[src/rtl/sclp_pkg.sv]
`timescale 1ns / 1ps

package sclp_pkg;

    localparam int CMD_COUNT = 40;
    localparam int CODE_W    = 6;
    localparam int TLEN_W    = 4;
    localparam int DATA_W    = 104;

    localparam logic [CODE_W-1:0] NO_MATCH = CODE_W'(CMD_COUNT);

    localparam logic [7:0] CH_LF    = 8'd10;
    localparam logic [7:0] CH_CR    = 8'd13;
    localparam logic [7:0] CH_QUOTE = 8'd34;
    localparam logic [7:0] CH_BANG  = 8'h21;
    localparam logic [7:0] CH_DOLL  = 8'h24;
    localparam logic [7:0] CH_PCT   = 8'h25;
    localparam logic [7:0] CH_COMMA = 8'h2C;
    localparam logic [7:0] CH_SEMI  = 8'h3B;
    localparam logic [7:0] CH_QUERY = 8'h3F;
    localparam logic [7:0] CH_ZERO  = 8'h30;
    localparam logic [7:0] CH_NINE  = 8'h39;
    localparam logic [7:0] CH_UA    = 8'h41;
    localparam logic [7:0] CH_UZ    = 8'h5A;
    localparam logic [7:0] CH_LA    = 8'h61;
    localparam logic [7:0] CH_LZ    = 8'h7A;
    localparam logic [7:0] CASE_OFS = 8'h20;

    // Letter pairs, first letter in the upper byte.
    localparam logic [15:0] CMD_TABLE [CMD_COUNT] = '{
        "XY",
        "GM", "GZ", "GY", "GA", "GI", "GJ", "GF", "GG", "GD", "GE",
        "HG", "HK", "HM", "HL", "HO", "HH", "HX", "HY", "HD", "HC", "HZ", "HW", "HR",
        "JG", "JK", "JM", "JL", "JO", "JH", "JX", "JY", "JD", "JC", "JZ", "JW", "JR",
        "SC", "SD",
        "DU"
    };

    typedef enum logic [2:0] {
        PS_FIRST  = 3'd0,
        PS_SECOND = 3'd1,
        PS_NUM1   = 3'd2,
        PS_NUM2   = 3'd3,
        PS_TEXT   = 3'd4
    } parse_state_t;

    // Command fields shared by every result of one command line.
    typedef struct packed {
        logic              save;
        logic              quit;
        logic              request;
        logic [31:0]       number2;
        logic [31:0]       number;
        logic [7:0]        second;
        logic [7:0]        first;
        logic [CODE_W-1:0] code;
    } cmd_rec_t;

    function automatic logic [CODE_W-1:0] cmd_lookup(input logic [7:0] a,
                                                     input logic [7:0] b);
        logic [CODE_W-1:0] code;
        code = NO_MATCH;
        // Scan downward so that the first matching entry wins.
        for (int i = CMD_COUNT - 1; i >= 0; i--) begin
            if (CMD_TABLE[i] == {a, b})
            begin
                code = CODE_W'(i);
            end
        end
        return code;
    endfunction

endpackage

[src/rtl/serial_command_line_parser.sv]
`timescale 1ns / 1ps

// A terminator beat is registered into the emitter's record; its command result then leaves
// through the output register, and text results follow at one per cycle from the text memory
// (registered read) while the receiver keeps taking them. Throughput: one input beat per cycle;
// a terminator beat waits while the previous command still has results in the emitter.
// Reset: rst_n asynchronous, active low; parser returns to awaiting the first letter, numbers
// and counts clear, the text memory is not cleared.
module serial_command_line_parser #(
    parameter int TEXT_DEPTH = 10
) (
    input  logic                        clk,
    input  logic                        rst_n,
    input  logic                        s_tvalid,
    output logic                        s_tready,
    input  logic [7:0]                  s_tdata,   // char_in
    output logic                        m_tvalid,
    input  logic                        m_tready,
    // command_code, first_letter, second_letter, number_value, second_number,
    // request_flag, quit_flag, save_flag, text_length, text_byte, zero fill
    output logic [sclp_pkg::DATA_W-1:0] m_tdata,
    output logic                        m_tuser,   // result_kind
    output logic                        m_tlast    // last_of_run
);
    import sclp_pkg::*;

    localparam int CW = $clog2(TEXT_DEPTH + 1);
    localparam int AW = $clog2(2 * TEXT_DEPTH);
    localparam int PAD_W = DATA_W - $bits(cmd_rec_t) - TLEN_W - 8;

    function automatic logic [AW-1:0] mem_addr(input logic bank, input logic [CW-1:0] idx);
        logic [AW-1:0] base;
        base = bank ? AW'(TEXT_DEPTH) : '0;
        return base + AW'(idx);
    endfunction

    // Parser state.
    parse_state_t      parse_state_reg, parse_state_next;
    logic [7:0]        first_reg, first_next;
    logic [7:0]        second_reg, second_next;
    logic [31:0]       num_reg, num_next;
    logic [31:0]       num2_reg, num2_next;
    logic [CODE_W-1:0] code_reg, code_next;
    logic [CW-1:0]     tcount_reg, tcount_next;
    logic              wbank_reg, wbank_next;

    // Emitter state.
    cmd_rec_t          rec_reg, rec_next;
    logic [CW-1:0]     n_reg, n_next;
    logic              rbank_reg, rbank_next;
    logic              em_active_reg, em_active_next;
    logic              em_hdr_reg, em_hdr_next;
    logic [CW-1:0]     rd_idx_reg, rd_idx_next;
    logic [CW-1:0]     sent_reg, sent_next;
    logic              rd_valid_reg, rd_valid_next;

    // Output register.
    logic              out_valid_reg, out_valid_next;
    cmd_rec_t          out_rec_reg, out_rec_next;
    logic [TLEN_W-1:0] out_tlen_reg, out_tlen_next;
    logic [7:0]        out_byte_reg, out_byte_next;
    logic              out_kind_reg, out_kind_next;
    logic              out_last_reg, out_last_next;

    // Text memory, two banks so one line is captured while the last one is read out.
    logic [7:0]        mem [2 * TEXT_DEPTH];
    logic [7:0]        mem_q;
    logic              mem_we;
    logic [AW-1:0]     mem_waddr;
    logic              mem_re;
    logic [AW-1:0]     mem_raddr;

    logic [7:0]        ch;
    logic [7:0]        ch_up;
    logic              is_letter;
    logic              is_digit;
    logic              term_num;
    logic              term_text;
    logic              finish_hit;
    logic              accept;
    logic              out_free;
    logic              hdr_go;
    logic              consume;
    logic              issue;
    logic              text_last;
    logic [31:0]       acc_src;
    logic [31:0]       acc_mul;

    always_ff @(posedge clk)
    begin
        if (mem_we)
        begin
            mem[mem_waddr] <= ch;
        end
        if (mem_re)
        begin
            mem_q <= mem[mem_raddr];
        end
    end

    always_ff @(posedge clk or negedge rst_n)
    begin
        if (!rst_n)
        begin
            parse_state_reg <= PS_FIRST;
            first_reg       <= '0;
            second_reg      <= '0;
            num_reg         <= '0;
            num2_reg        <= '0;
            code_reg        <= NO_MATCH;
            tcount_reg      <= '0;
            wbank_reg       <= 1'b0;
            n_reg           <= '0;
            rbank_reg       <= 1'b0;
            em_active_reg   <= 1'b0;
            em_hdr_reg      <= 1'b0;
            rd_idx_reg      <= '0;
            sent_reg        <= '0;
            rd_valid_reg    <= 1'b0;
            out_valid_reg   <= 1'b0;
        end
        else
        begin
            parse_state_reg <= parse_state_next;
            first_reg       <= first_next;
            second_reg      <= second_next;
            num_reg         <= num_next;
            num2_reg        <= num2_next;
            code_reg        <= code_next;
            tcount_reg      <= tcount_next;
            wbank_reg       <= wbank_next;
            n_reg           <= n_next;
            rbank_reg       <= rbank_next;
            em_active_reg   <= em_active_next;
            em_hdr_reg      <= em_hdr_next;
            rd_idx_reg      <= rd_idx_next;
            sent_reg        <= sent_next;
            rd_valid_reg    <= rd_valid_next;
            out_valid_reg   <= out_valid_next;
        end
    end

    always_ff @(posedge clk)
    begin
        rec_reg      <= rec_next;
        out_rec_reg  <= out_rec_next;
        out_tlen_reg <= out_tlen_next;
        out_byte_reg <= out_byte_next;
        out_kind_reg <= out_kind_next;
        out_last_reg <= out_last_next;
    end

    always_comb
    begin
        ch        = s_tdata;
        is_letter = (ch >= CH_UA && ch <= CH_UZ) || (ch >= CH_LA && ch <= CH_LZ) ||
                    (ch == CH_QUERY);
        ch_up     = (ch >= CH_LA && ch <= CH_LZ) ? ch - CASE_OFS : ch;
        is_digit  = (ch >= CH_ZERO) && (ch <= CH_NINE);
        term_num  = (ch == CH_LF) || (ch == CH_CR) || (ch == CH_SEMI) ||
                    (ch == CH_QUERY) || (ch == CH_BANG) || (ch == CH_DOLL);
        term_text = (ch == CH_LF) || (ch == CH_CR) || (ch == CH_SEMI) ||
                    (ch == CH_QUERY) || (ch == CH_BANG) || (ch == CH_PCT);
        finish_hit = ((parse_state_reg == PS_NUM1 || parse_state_reg == PS_NUM2) && term_num) ||
                     ((parse_state_reg == PS_TEXT) && term_text);

        // A terminator needs the emitter's record, so it waits until that is free.
        s_tready = !(finish_hit && em_active_reg);
        accept   = s_tvalid && s_tready;

        acc_src = (parse_state_reg == PS_NUM1) ? num_reg : num2_reg;
        acc_mul = (acc_src << 3) + (acc_src << 1) + 32'(ch - CH_ZERO);

        parse_state_next = parse_state_reg;
        first_next       = first_reg;
        second_next      = second_reg;
        num_next         = num_reg;
        num2_next        = num2_reg;
        code_next        = code_reg;
        tcount_next      = tcount_reg;
        wbank_next       = wbank_reg;
        rec_next         = rec_reg;
        n_next           = n_reg;
        rbank_next       = rbank_reg;
        em_active_next   = em_active_reg;
        em_hdr_next      = em_hdr_reg;
        rd_idx_next      = rd_idx_reg;
        sent_next        = sent_reg;
        rd_valid_next    = rd_valid_reg;
        out_valid_next   = out_valid_reg;
        out_rec_next     = out_rec_reg;
        out_tlen_next    = out_tlen_reg;
        out_byte_next    = out_byte_reg;
        out_kind_next    = out_kind_reg;
        out_last_next    = out_last_reg;
        mem_we           = 1'b0;
        mem_waddr        = mem_addr(wbank_reg, tcount_reg);

        // Emitter: header first, then one text byte per cycle from the memory while the output is free.
        out_free  = !out_valid_reg || m_tready;
        hdr_go    = em_active_reg && em_hdr_reg && out_free;
        consume   = em_active_reg && !em_hdr_reg && rd_valid_reg && out_free;
        issue     = em_active_reg && (rd_idx_reg < n_reg) && (!rd_valid_reg || consume);
        text_last = (sent_reg + CW'(1)) == n_reg;
        mem_re    = issue;
        mem_raddr = mem_addr(rbank_reg, rd_idx_reg);

        if (issue)
        begin
            rd_valid_next = 1'b1;
            rd_idx_next   = rd_idx_reg + CW'(1);
        end
        else if (consume)
        begin
            rd_valid_next = 1'b0;
        end

        if (hdr_go)
        begin
            out_valid_next = 1'b1;
            out_rec_next   = rec_reg;
            out_tlen_next  = TLEN_W'(n_reg);
            out_byte_next  = '0;
            out_kind_next  = 1'b0;
            out_last_next  = (n_reg == '0);
            em_hdr_next    = 1'b0;
            if (n_reg == '0)
            begin
                em_active_next = 1'b0;
            end
        end
        else if (consume)
        begin
            out_valid_next = 1'b1;
            out_rec_next   = rec_reg;
            out_tlen_next  = TLEN_W'(n_reg);
            out_byte_next  = mem_q;
            out_kind_next  = 1'b1;
            out_last_next  = text_last;
            sent_next      = sent_reg + CW'(1);
            if (text_last)
            begin
                em_active_next = 1'b0;
            end
        end
        else if (m_tready)
        begin
            out_valid_next = 1'b0;
        end

        // Parser: one beat per cycle, except that a terminator is held while the emitter is busy.
        if (accept)
        begin
            case (parse_state_reg)
                PS_FIRST:
                begin
                    if (is_letter)
                    begin
                        first_next       = ch_up;
                        parse_state_next = PS_SECOND;
                    end
                end
                PS_SECOND:
                begin
                    if (is_letter)
                    begin
                        second_next      = ch_up;
                        // Both letters are fixed from here on, so the lookup is done now.
                        code_next        = cmd_lookup(first_reg, ch_up);
                        num_next         = '0;
                        tcount_next      = '0;
                        parse_state_next = PS_NUM1;
                    end
                end
                PS_NUM1, PS_NUM2:
                begin
                    if (is_digit)
                    begin
                        if (parse_state_reg == PS_NUM1)
                        begin
                            num_next = acc_mul;
                        end
                        else
                        begin
                            num2_next = acc_mul;
                        end
                    end
                    else if (ch == CH_COMMA)
                    begin
                        if (parse_state_reg == PS_NUM1)
                        begin
                            num2_next        = '0;
                            parse_state_next = PS_NUM2;
                        end
                    end
                    else if (ch == CH_QUOTE)
                    begin
                        tcount_next      = '0;
                        parse_state_next = PS_TEXT;
                    end
                end
                PS_TEXT:
                begin
                    if (ch != CH_QUOTE && !term_text && tcount_reg < CW'(TEXT_DEPTH))
                    begin
                        mem_we      = 1'b1;
                        tcount_next = tcount_reg + CW'(1);
                    end
                end
                default:
                begin
                    parse_state_next = PS_FIRST;
                end
            endcase

            if (finish_hit)
            begin
                parse_state_next = PS_FIRST;
                rec_next.code    = code_reg;
                rec_next.first   = first_reg;
                rec_next.second  = second_reg;
                rec_next.number  = num_reg;
                rec_next.number2 = num2_reg;
                rec_next.request = (ch == CH_QUERY);
                rec_next.quit    = (ch == CH_BANG);
                rec_next.save    = (parse_state_reg == PS_TEXT) ? (ch == CH_PCT)
                                                                : (ch == CH_DOLL);
                n_next           = tcount_reg;
                rbank_next       = wbank_reg;
                wbank_next       = !wbank_reg;
                em_active_next   = 1'b1;
                em_hdr_next      = 1'b1;
                rd_idx_next      = '0;
                sent_next        = '0;
            end
        end
    end

    assign m_tvalid = out_valid_reg;
    assign m_tdata  = {{PAD_W{1'b0}}, out_byte_reg, out_tlen_reg, out_rec_reg};
    assign m_tuser  = out_kind_reg;
    assign m_tlast  = out_last_reg;

endmodule

[config.mk]
export PLATFORM = sky130hd
export DESIGN_NAME = serial_command_line_parser
export DESIGN_NICKNAME = d
export VERILOG_FILES = /design/src/rtl/sclp_pkg.sv /design/src/rtl/serial_command_line_parser.sv
export SDC_FILE = /design/constraint.sdc
export NUM_CORES = 1
export LEC_CHECK = 0
export ABC_AREA = 0
export BUFFER_PORTS_ARGS = -buffer_cell sky130_fd_sc_hd__buf_2
export CORE_MARGIN = 2
export CORE_UTILIZATION = 54
export CTS_CLUSTER_SIZE = 24
export DETAILED_ROUTE_END_ITERATION = 8
export MAX_ROUTING_LAYER = met4
export PLACE_DENSITY_LB_ADDON = 0.05
export SYNTH_ARGS = -nofsm -noshare
export SYNTH_HDL_FRONTEND = slang
export SYNTH_SLANG_ARGS = --single-unit
[constraint.sdc]
create_clock -name clk -period 5.3 [get_ports clk]
set_input_delay 1.59 -clock clk [delete_from_list [all_inputs] [get_ports clk]]
set_output_delay 1.59 -clock clk [all_outputs]
set_load 0.02 [all_outputs]
# After elaboration in Yosys (flattened, before gate mapping)
# Memories as Yosys holds them, arrays and structs flattened. A register that Yosys moved wholly into a read port is not among the register bits.
# Index checks and enable logic that the tools add are counted.
[word_totals]
in_bits = 12
mem_count = 1
register_bits = 303
ramBits = 160
word_cells = 273
out_inout_bits = 108
[memory_table]
columns = ["name", "depth", "word_bits", "read_ports", "rd_ports_with_merged_regs", "wr", "line", "text"]
rows = [
  ["mem", 20, 8, 1, 1, 1, "serial_command_line_parser.sv:66", "logic [7:0] mem [2 * TEXT_DEPTH];"],
]
[classes]
muxes = 99
add_sub_neg = 9
eq_ne = 69
n_lt_le_gt_ge = 8
n_reduce_logical = 51
[op_table]
columns = ["operator", "n"]
rows = [
  ["15-bit by 16-bit == test with 1-bit output, first input constant", 40],
  ["6-bit two-way mux", 39],
  ["32-bit two-way mux", 7],
  ["89-bit two-way mux", 2],
  ["4-bit two-way mux", 17],
  ["32-bit adder", 2],
  ["32-bit one-hot mux with 2 select lines", 1],
  ["8-bit by 6-bit == test with 1-bit output, second input constant", 7],
  ["31-bit two-way mux", 1],
  ["1-bit two-way mux", 22],
  ["3-bit two-way mux", 7],
  ["2-bit inequality test, second input constant", 9],
  ["8-bit by 4-bit == test with 1-bit output, second input constant", 2],
  ["8-bit by 7-bit greater-or-equal comparator with 1-bit output, second input constant", 2],
  ["8-bit by 7-bit <= comparator with 1-bit output, second input constant", 2],
  ["1-bit logical AND", 16],
  ["7-bit AND reduction", 2],
  ["4-bit by 1-bit adder with 4-bit output, second input constant", 3],
  ["1-bit logical OR", 12],
  ["3-bit one-hot mux with 4 select lines", 1],
  ["4-bit one-hot mux with 3 select lines", 1],
  ["4-bit by 4-bit adder with 5-bit output", 2],
  ["5-bit AND reduction", 2],
  ["2-bit nonzero test", 5],
  ["other kinds (21)", 32],
]

# Logic depth before layout (Yosys ltp)
# Gate-level depths: netlist of run 1.
[logic_depth]
ltp_word = 44
mapped_depth = 19
mapped_depth_nobuf = 16

# Worst setup path before layout of run 1
# Ideal clock, no wire load.
[synth_path]
path_type = "input-to-reg"
startpoint = "input port s_tdata[4]"
endpoint = "register rec_reg[0] (netlist bit) (enable)"
path_buffers = 2
t_arrival_ns = 6.046
stages = 10
path_slack_ns = -1.235
cell_sequence = "buf_1 > inv_1 > ha_1 > nor4b_1 > o21ai_1 > a31oi_1 > o21a_1 > nand2_1 > and3_1 > clkbuf_1"
[synth_between]
elab_chain_len = 12
[synth_lines]
columns = ["item", "line", "text"]
rows = [
  ["start, declared", "serial_command_line_parser.sv:16", "input logic [7:0] s_tdata,"],
  ["8-bit by 4-bit == test with 1-bit output", "serial_command_line_parser.sv:160, serial_command_line_parser.sv:162", ""],
  ["1-bit logical OR (3 in series)", "serial_command_line_parser.sv:160, serial_command_line_parser.sv:162", ""],
  ["1-bit logical OR", "serial_command_line_parser.sv:161, serial_command_line_parser.sv:163", ""],
  ["1-bit logical OR, on equally long branches", "serial_command_line_parser.sv:161, serial_command_line_parser.sv:163", ""],
  ["1-bit logical AND, on equally long branches", "serial_command_line_parser.sv:164, serial_command_line_parser.sv:165", ""],
  ["1-bit logical OR *", "serial_command_line_parser.sv:164", "finish_hit = ((parse_state_reg == PS_NUM1 || parse_state_reg == PS_NUM2) && term_num) ||"],
  ["1-bit logical AND *", "serial_command_line_parser.sv:168", "s_tready = !(finish_hit && em_active_reg);"],
  ["1-bit zero test *", "serial_command_line_parser.sv:168", ""],
  ["net s_tready", "serial_command_line_parser.sv:15", "output logic s_tready,"],
  ["1-bit logical AND *", "serial_command_line_parser.sv:169", "accept = s_tvalid && s_tready;"],
  ["2-bit AND reduction (no source line) *", "--", ""],
  ["end signal, assigned", "serial_command_line_parser.sv:145", "rec_reg <= rec_next;"],
  ["end, declared", "serial_command_line_parser.sv:48", "cmd_rec_t rec_reg, rec_next;"],
]
# Mark *: on every way through the listed nets, which the timed path passes. The rest lies on a longest branch.
# A chain may end at the register's enable or synchronous reset.

# Final worst setup path of run 1
[layout_path]
startpoint = "input port s_tdata[4]"
endpoint = "output port s_tready"
[layout_between]
elab_chain_len = 10
[layout_lines]
columns = ["item", "line"]
rows = [
  ["8-bit by 4-bit == test with 1-bit output", "serial_command_line_parser.sv:160, serial_command_line_parser.sv:162"],
  ["1-bit logical OR (3 in series)", "serial_command_line_parser.sv:160, serial_command_line_parser.sv:162"],
  ["1-bit logical OR", "serial_command_line_parser.sv:161, serial_command_line_parser.sv:163"],
  ["1-bit logical OR, on equally long branches", "serial_command_line_parser.sv:161, serial_command_line_parser.sv:163"],
  ["1-bit logical AND, on equally long branches", "serial_command_line_parser.sv:164, serial_command_line_parser.sv:165"],
  ["1-bit logical OR *", "serial_command_line_parser.sv:164"],
  ["1-bit logical AND *", "serial_command_line_parser.sv:168"],
  ["1-bit zero test *", "serial_command_line_parser.sv:168"],
  ["end, declared", "serial_command_line_parser.sv:15"],
]
# Mark *: on every way between the ends. The rest lies on a longest branch, timed or not.

==> results of run 1 <==
## layer usage
layer	vias to the layer above	global-route usage	share of wire
met5	-	-	0
met4	0	0.0644	0.023
met3	83	0.0429	0.058
met2	356	0.367	0.47
met1	6111	0.340	0.45
li1	5651	-	-
## where the power goes
part	internal (uW)	switching [uW]	total, uW	leakage, uW
sequential	4440	331	4770	0.00484
combinational	999	1340	2340	0.00377
clock	1930	1410	3330	0.000780
## what timing repair did
action	4_1_cts	5_1_grt
endpoints found under the hold margin	0	0
resized for setup	0	1
endpoints found under the setup margin	0	1
## kinds of logic (layout without fill, tap and decap cells)
family                   Yosys count  in the layout  share of synthesized area
multiplexers                     104            104                     0.0821
other                              1              5                   0.000182
AND/OR/NAND/NOR                  309            309                     0.0726
XOR/XNOR                          49             49                     0.0209
buffers and inverters            114            351                     0.0225
AO/OA/AOI/OAI                    258            258                     0.0855
flip-flops                       471            471                      0.656
adder cells (fa/ha/maj)           81             81                     0.0599
## synth_stat cells, types with 17 or more instances
cell	n
o21ai_1	28
inv_1	47
mux4_2	48
a21oi_1	43
xor2_1	21
dfrtp_1	109
nor2_1	59
nor3_1	19
nand2_1	122
nand3_1	23
nand2b_1	17
a22o_1	23
mux2i_1	18
xnor2_1	28
clkbuf_1	40
ha_1	52
o31ai_1	43
o21ai_0	43
edfxtp_1	351
fa_1	29
mux2_2	33
## worst max-delay path, stage by stage
cell	delay, ns
buf_2	0.12
buf_6	0.29
inv_1	0.10
buf_4	0.19
ha_1	0.21
nor4b_1	0.15
o21ai_1	0.21
a31oi_1	0.12
o21a_1	0.21
nand2_1	0.11
buf_2	0.17
## final timing paths
path	slack, ns	end	from
hold reg to reg	0.41	m_tdata[73]$_DFFE_PP_	rec_reg[73]$_DFFE_PP_
min in group asynchronous	0.98	first_reg[0]$_DFFE_PN0P_	rst_n
setup / recovery	0.21	s_tready	s_tdata[4]
setup reg to reg	0.67	num2_reg[31]$_DFFE_PN0P_	parse_state_reg[2]$_DFFE_PN0P_
hold / removal	0.41	m_tdata[73]$_DFFE_PP_	rec_reg[73]$_DFFE_PP_
max in group asynchronous	3.39	tcount_reg[1]$_DFFE_PN0P_	rst_n
## metrics by stage
step / cells / TNS, ns / cell area, sq um / worst slack, ns / power, uW
floorplan: 1389 / -0.605 / 20600 / -0.146 / 6400
global placement: 2045 / -0.0653 / 22300 / -0.0358 / 7150
detailed placement: 2045 / -0.0672 / 22300 / -0.0334 / 7190
CTS: 2137 / 0 / 23900 / 0.0962 / 10600
global route: 2139 / 0 / 23900 / 0.0554 / 10900
finish: 2139 / 0 / 23900 / 0.208 / 10400
## final cells by class
cell class,count,area (sq um),share of cell area
clock inverters,15,161,0.00675
repair buffers,211,1330,0.0554
diodes,2,5.00,0.000209
multi-input cells,804,6670,0.279
well taps,511,639,0.0267
inverters,48,186,0.00779
clock buffers,77,1430,0.0599
flip-flops and latches,471,13500,0.564
==> results_dict.tcl, run 1 <==
set metrics [dict create \
    cts_root_buffer "clkbuf_16" \
    firstDrtPassIters 5 \
    first_iter_violations 878 \
    largest_reg_flops 160 \
    synthArstFlopShare 0.236 \
    numCtsBuffers 49 \
    portBuffers 116 \
    report.final.slew_viol_count 0 \
    die_w_um 199 \
    routed_via_density 5.70 \
    netlist_instances 1387 \
    clk_pin_slew_ns 0.06 \
    ys.flop_type "edfxtp_1" \
    cp_data_arrival_time_ns 3.50 \
    clock-sinks 471 \
    first_global_vias 12100 \
    io_pins 120 \
    place_hpwl_um 30900 \
    pwr_density_cell_nw_per_um2 437 \
    end_kind "output port" \
    yosysTopAreaCellShare 0.512 \
    ant_nets 0 \
    cts_tree "built" \
    setup_violations 0 \
    slew_headroom 0.308 \
    crit_type "in -> out" \
    grt_antenna_before_repair 2 \
    htree_levels 2 \
    critPathMaxFanout 34 \
    grt_pass1_wl_um 70100 \
    final-hold-violation-count 0 \
    fin_skew_ns 0.0191 \
    grt.total_usage 0.241 \
    fmax_ghz 0.196 \
    fin_nets 1678 \
    start_util 0.547 \
    overflow 0 \
    final_cell_mix "351 x edfxtp_1, 121 x nand2_1, 115 x buf_2" \
    routed_wl_um 44600 \
    post-route-drc-count 0 \
    synth_edf_count 351 \
    synth_warnings 0 \
    cts_setup_buffers 0 \
    p_leak_uw 0.00939 \
    final_common_cell "edfxtp_1" \
    worst_slew_pin_slew_ns 1.03 \
    cap_violations 0 \
    area_growth_pct 16.3 \
    syn_avg_cell_area_sq_um 14.8 \
    fin_crit_ns 5.09 \
    clock_path_buffers 3 \
    ys_seq_area_frac 0.656 \
    ys_seq_elements 471 \
    hold_class "reg -> reg" \
    die_h_um 199 \
    place_congestion 0.922 \
    rows 71 \
    drive_above_1_share 0.242 \
    cp-start-kind "input pin" \
    clk_latency_ns 0.60 \
    worstPathRequired_ns 3.71 \
    core_area_sq_um 37600 \
    vias 12200 \
    utilization 0.637 \
    whs_path_depth 0 \
    avgRoutedWirePerCell_um 20.8 \
    synth_area_leaders "edfxtp_1 51%, dfrtp_1 13%, mux4_2 5.3%" \
    netlist_area_sq_um 20600 \
    dieArea_sq_um 39700 \
    grt_max_degree 50 \
    yosysTopAreaCell "edfxtp_1" \
    post-route-period-util 0.961 \
    worst_hold_slack_ns 0.413 \
    ctsHoldBuffers 0 \
    ir_drop_mv 0.264 \
    ys_types 78 \
    rr_worst_depth 16 \
    fill_cells 2829 \
    outcome "complete, no violations" \
    rsz0062_at_grt "no" \
]
Note: power is estimated with default switching activity, not from simulation.
==> run 2, diff against run 1 <==
--- a/config.mk
+++ b/config.mk
@@ -13,3 +13,2 @@
 export DETAILED_ROUTE_END_ITERATION = 8
-export MAX_ROUTING_LAYER = met4
 export PLACE_DENSITY_LB_ADDON = 0.05
==> constraint.sdc (replaced) <==
create_clock -name clk -period 5.3 [get_ports clk]
set_input_delay 1.06 -clock clk [delete_from_list [all_inputs] [get_ports clk]]
set_output_delay 1.06 -clock clk [all_outputs]
set_load 0.02 [all_outputs]
==> results_dict.tcl, run 2 (synthesis gave the netlist of run 1 again) <==
set metrics [dict create \
    first_global_vias 11800 \
    rr_worst_depth 16 \
    pwr_density_cell_nw_per_um2 439 \
    avgRoutedWirePerCell_um 20.8 \
    slowest_stage "dfrtp_1" \
    sw_frac_of_total 0.294 \
    p_seq_frac 0.456 \
    die_h_um 199 \
    portBuffers 116 \
    internal-power_uw 7310 \
    cap_violations 0 \
    largest_reg_flops 160 \
    cp-start-kind "flip-flop" \
    fin_nets 1641 \
    clk_pin_slew_ns 0.06 \
    fmax_ghz 0.213 \
    post-route-drc-count 0 \
    p_leak_uw 0.00918 \
    overflow 0 \
    start_util 0.547 \
    worst_slew_pin_slew_ns 1.20 \
    grt_antenna_before_repair 0 \
    post-route-period-util 0.887 \
    diodes 0 \
    critPathMaxStageDelay_ns 0.48 \
    final_cell_mix "351 x edfxtp_1, 121 x nand2_1, 115 x buf_2" \
    pwr-share-clk 0.318 \
    worst_hold_slack_ns 0.408 \
    drive_above_1_share 0.221 \
    report.final.slew_viol_count 0 \
    die_w_um 199 \
    route.met2.wl_um 20100 \
    fill_cells 2842 \
    grt_max_degree 86 \
    critPathMaxFanout 20 \
    final_common_cell "edfxtp_1" \
    cp_cell_sequence "nand2b_1, nor2_4, buf_4, mux2i_1, fa_1, inv_1, ha_1, o21ai_0, a21oi_1, o31a_1, a41oi_4, o31ai_2, a221o_1, a31oi_1, xor2_1, o21ai_1" \
    cts_resized 0 \
    slew_headroom 0.202 \
    dr_wl_met3_um 2330 \
    whs_path_depth 0 \
    core_area_sq_um 37600 \
    hold_class "reg -> reg" \
    switchingPower_uw 3040 \
    rsz0062_at_grt "no" \
    clk_latency_ns 0.61 \
    grt_pass1_wl_um 68800 \
    cp.depth 16 \
    routed_via_density 5.67 \
    outcome "complete, no violations" \
    path_buf_inv 2 \
    dieArea_sq_um 39700 \
    crit_type "reg -> reg" \
    place_congestion 0.889 \
    htree_levels 2 \
    stdcell_area_sq_um 23600 \
    grt.total_usage 0.231 \
    firstDrtPassIters 7 \
    routed_wl_um 43700 \
    cts_root_buffer "clkbuf_16" \
    ir_drop_mv 0.284 \
    fin_skew_ns 0.0299 \
    dpl_cell_area_sq_um 22000 \
    clock-sinks 471 \
    wl_met1_um 20300 \
    clock_path_buffers 3 \
    ctsHoldBuffers 0 \
    end_kind "flip-flop" \
    fin_crit_ns 4.70 \
    setup_violations 0 \
    crit_family "compound AO/OA/AOI/OAI gates" \
    numCtsBuffers 48 \
    place_hpwl_um 29400 \
    first_iter_violations 864 \
    cts_tree "built" \
    top_layer "met4" \
    cp_data_arrival_time_ns 5.18 \
    io_pins 120 \
    vias 11900 \
    area_growth_pct 14.7 \
    ant_nets 0 \
    pwr-share-comb 0.226 \
    final-hold-violation-count 0 \
    rows 71 \
    worstPathRequired_ns 5.78 \
    cts_setup_buffers 0 \
    fin_tns_setup_ns 0 \
]
## run 2: power groups by stage
stage               Sequential (uW)  Clock, uW  Combinational (uW)
floorplan                      4890          0                1510
global placement               4800          0                2320
detailed placement             4800          0                2350
CTS                            4730       3370                2370
global route                   4790       3510                2560
finish                         4730       3290                2340
## run 2: final cells by class
type	count	area, sq um	share of cell area
multi-input combinational	804	6630	0.281
timing repair buffer	175	1060	0.0451
clock inverter	23	253	0.0107
sequential	471	13500	0.572
inverter	48	185	0.00785
tap	511	639	0.0271
clock buffer	67	1310	0.0556
## run 2: path summary, 6_finish.rpt
kind	slack, ns	end	startpoint
worst max-delay path	0.60	num2_reg[31]$_DFFE_PN0P_	parse_state_reg[2]$_DFFE_PN0P_
worst min-delay path	0.41	m_tdata[44]$_DFFE_PP_	rec_reg[44]$_DFFE_PP_
max in group asynchronous	3.54	tcount_reg[2]$_DFFE_PN0P_	rst_n
min in group asynchronous	0.66	second_reg[1]$_DFFE_PN0P_	rst_n
worst min register to register	0.41	m_tdata[44]$_DFFE_PP_	rec_reg[44]$_DFFE_PP_
worst max register to register	0.60	num2_reg[31]$_DFFE_PN0P_	parse_state_reg[2]$_DFFE_PN0P_
## run 2: layer usage
metal,vias to the layer above,GRT usage
li1,5574,-
met1,5953,0.338
met2,319,0.356
met3,54,0.0474
met4,0,0.0600
met5,-,0
## run 2: worst reg2reg max path, delay by kind of cell (launching register included)
| kind | cells | cell delay (ns) |
|---|---|---|
| multiplexers | 1 | 0.41 |
| AO/OA/AOI/OAI | 8 | 1.60 |
| XOR/XNOR | 1 | 0.22 |
| adder cells (fa/ha/maj) | 2 | 0.73 |
| AND/OR/NAND/NOR | 2 | 0.63 |
| flip-flops | 1 | 0.48 |
| buffers and inverters | 2 | 0.49 |
## run 2: stage by stage
step,power (uW),setup WS (ns),cells,util
finish,10400,0.598,2099,0.628
global route,10900,0.266,2099,0.628
CTS,10500,0.591,2099,0.628
detailed placement,7150,0.229,2009,0.586
global placement,7120,0.272,2009,0.586
floorplan,6390,0.216,1389,-
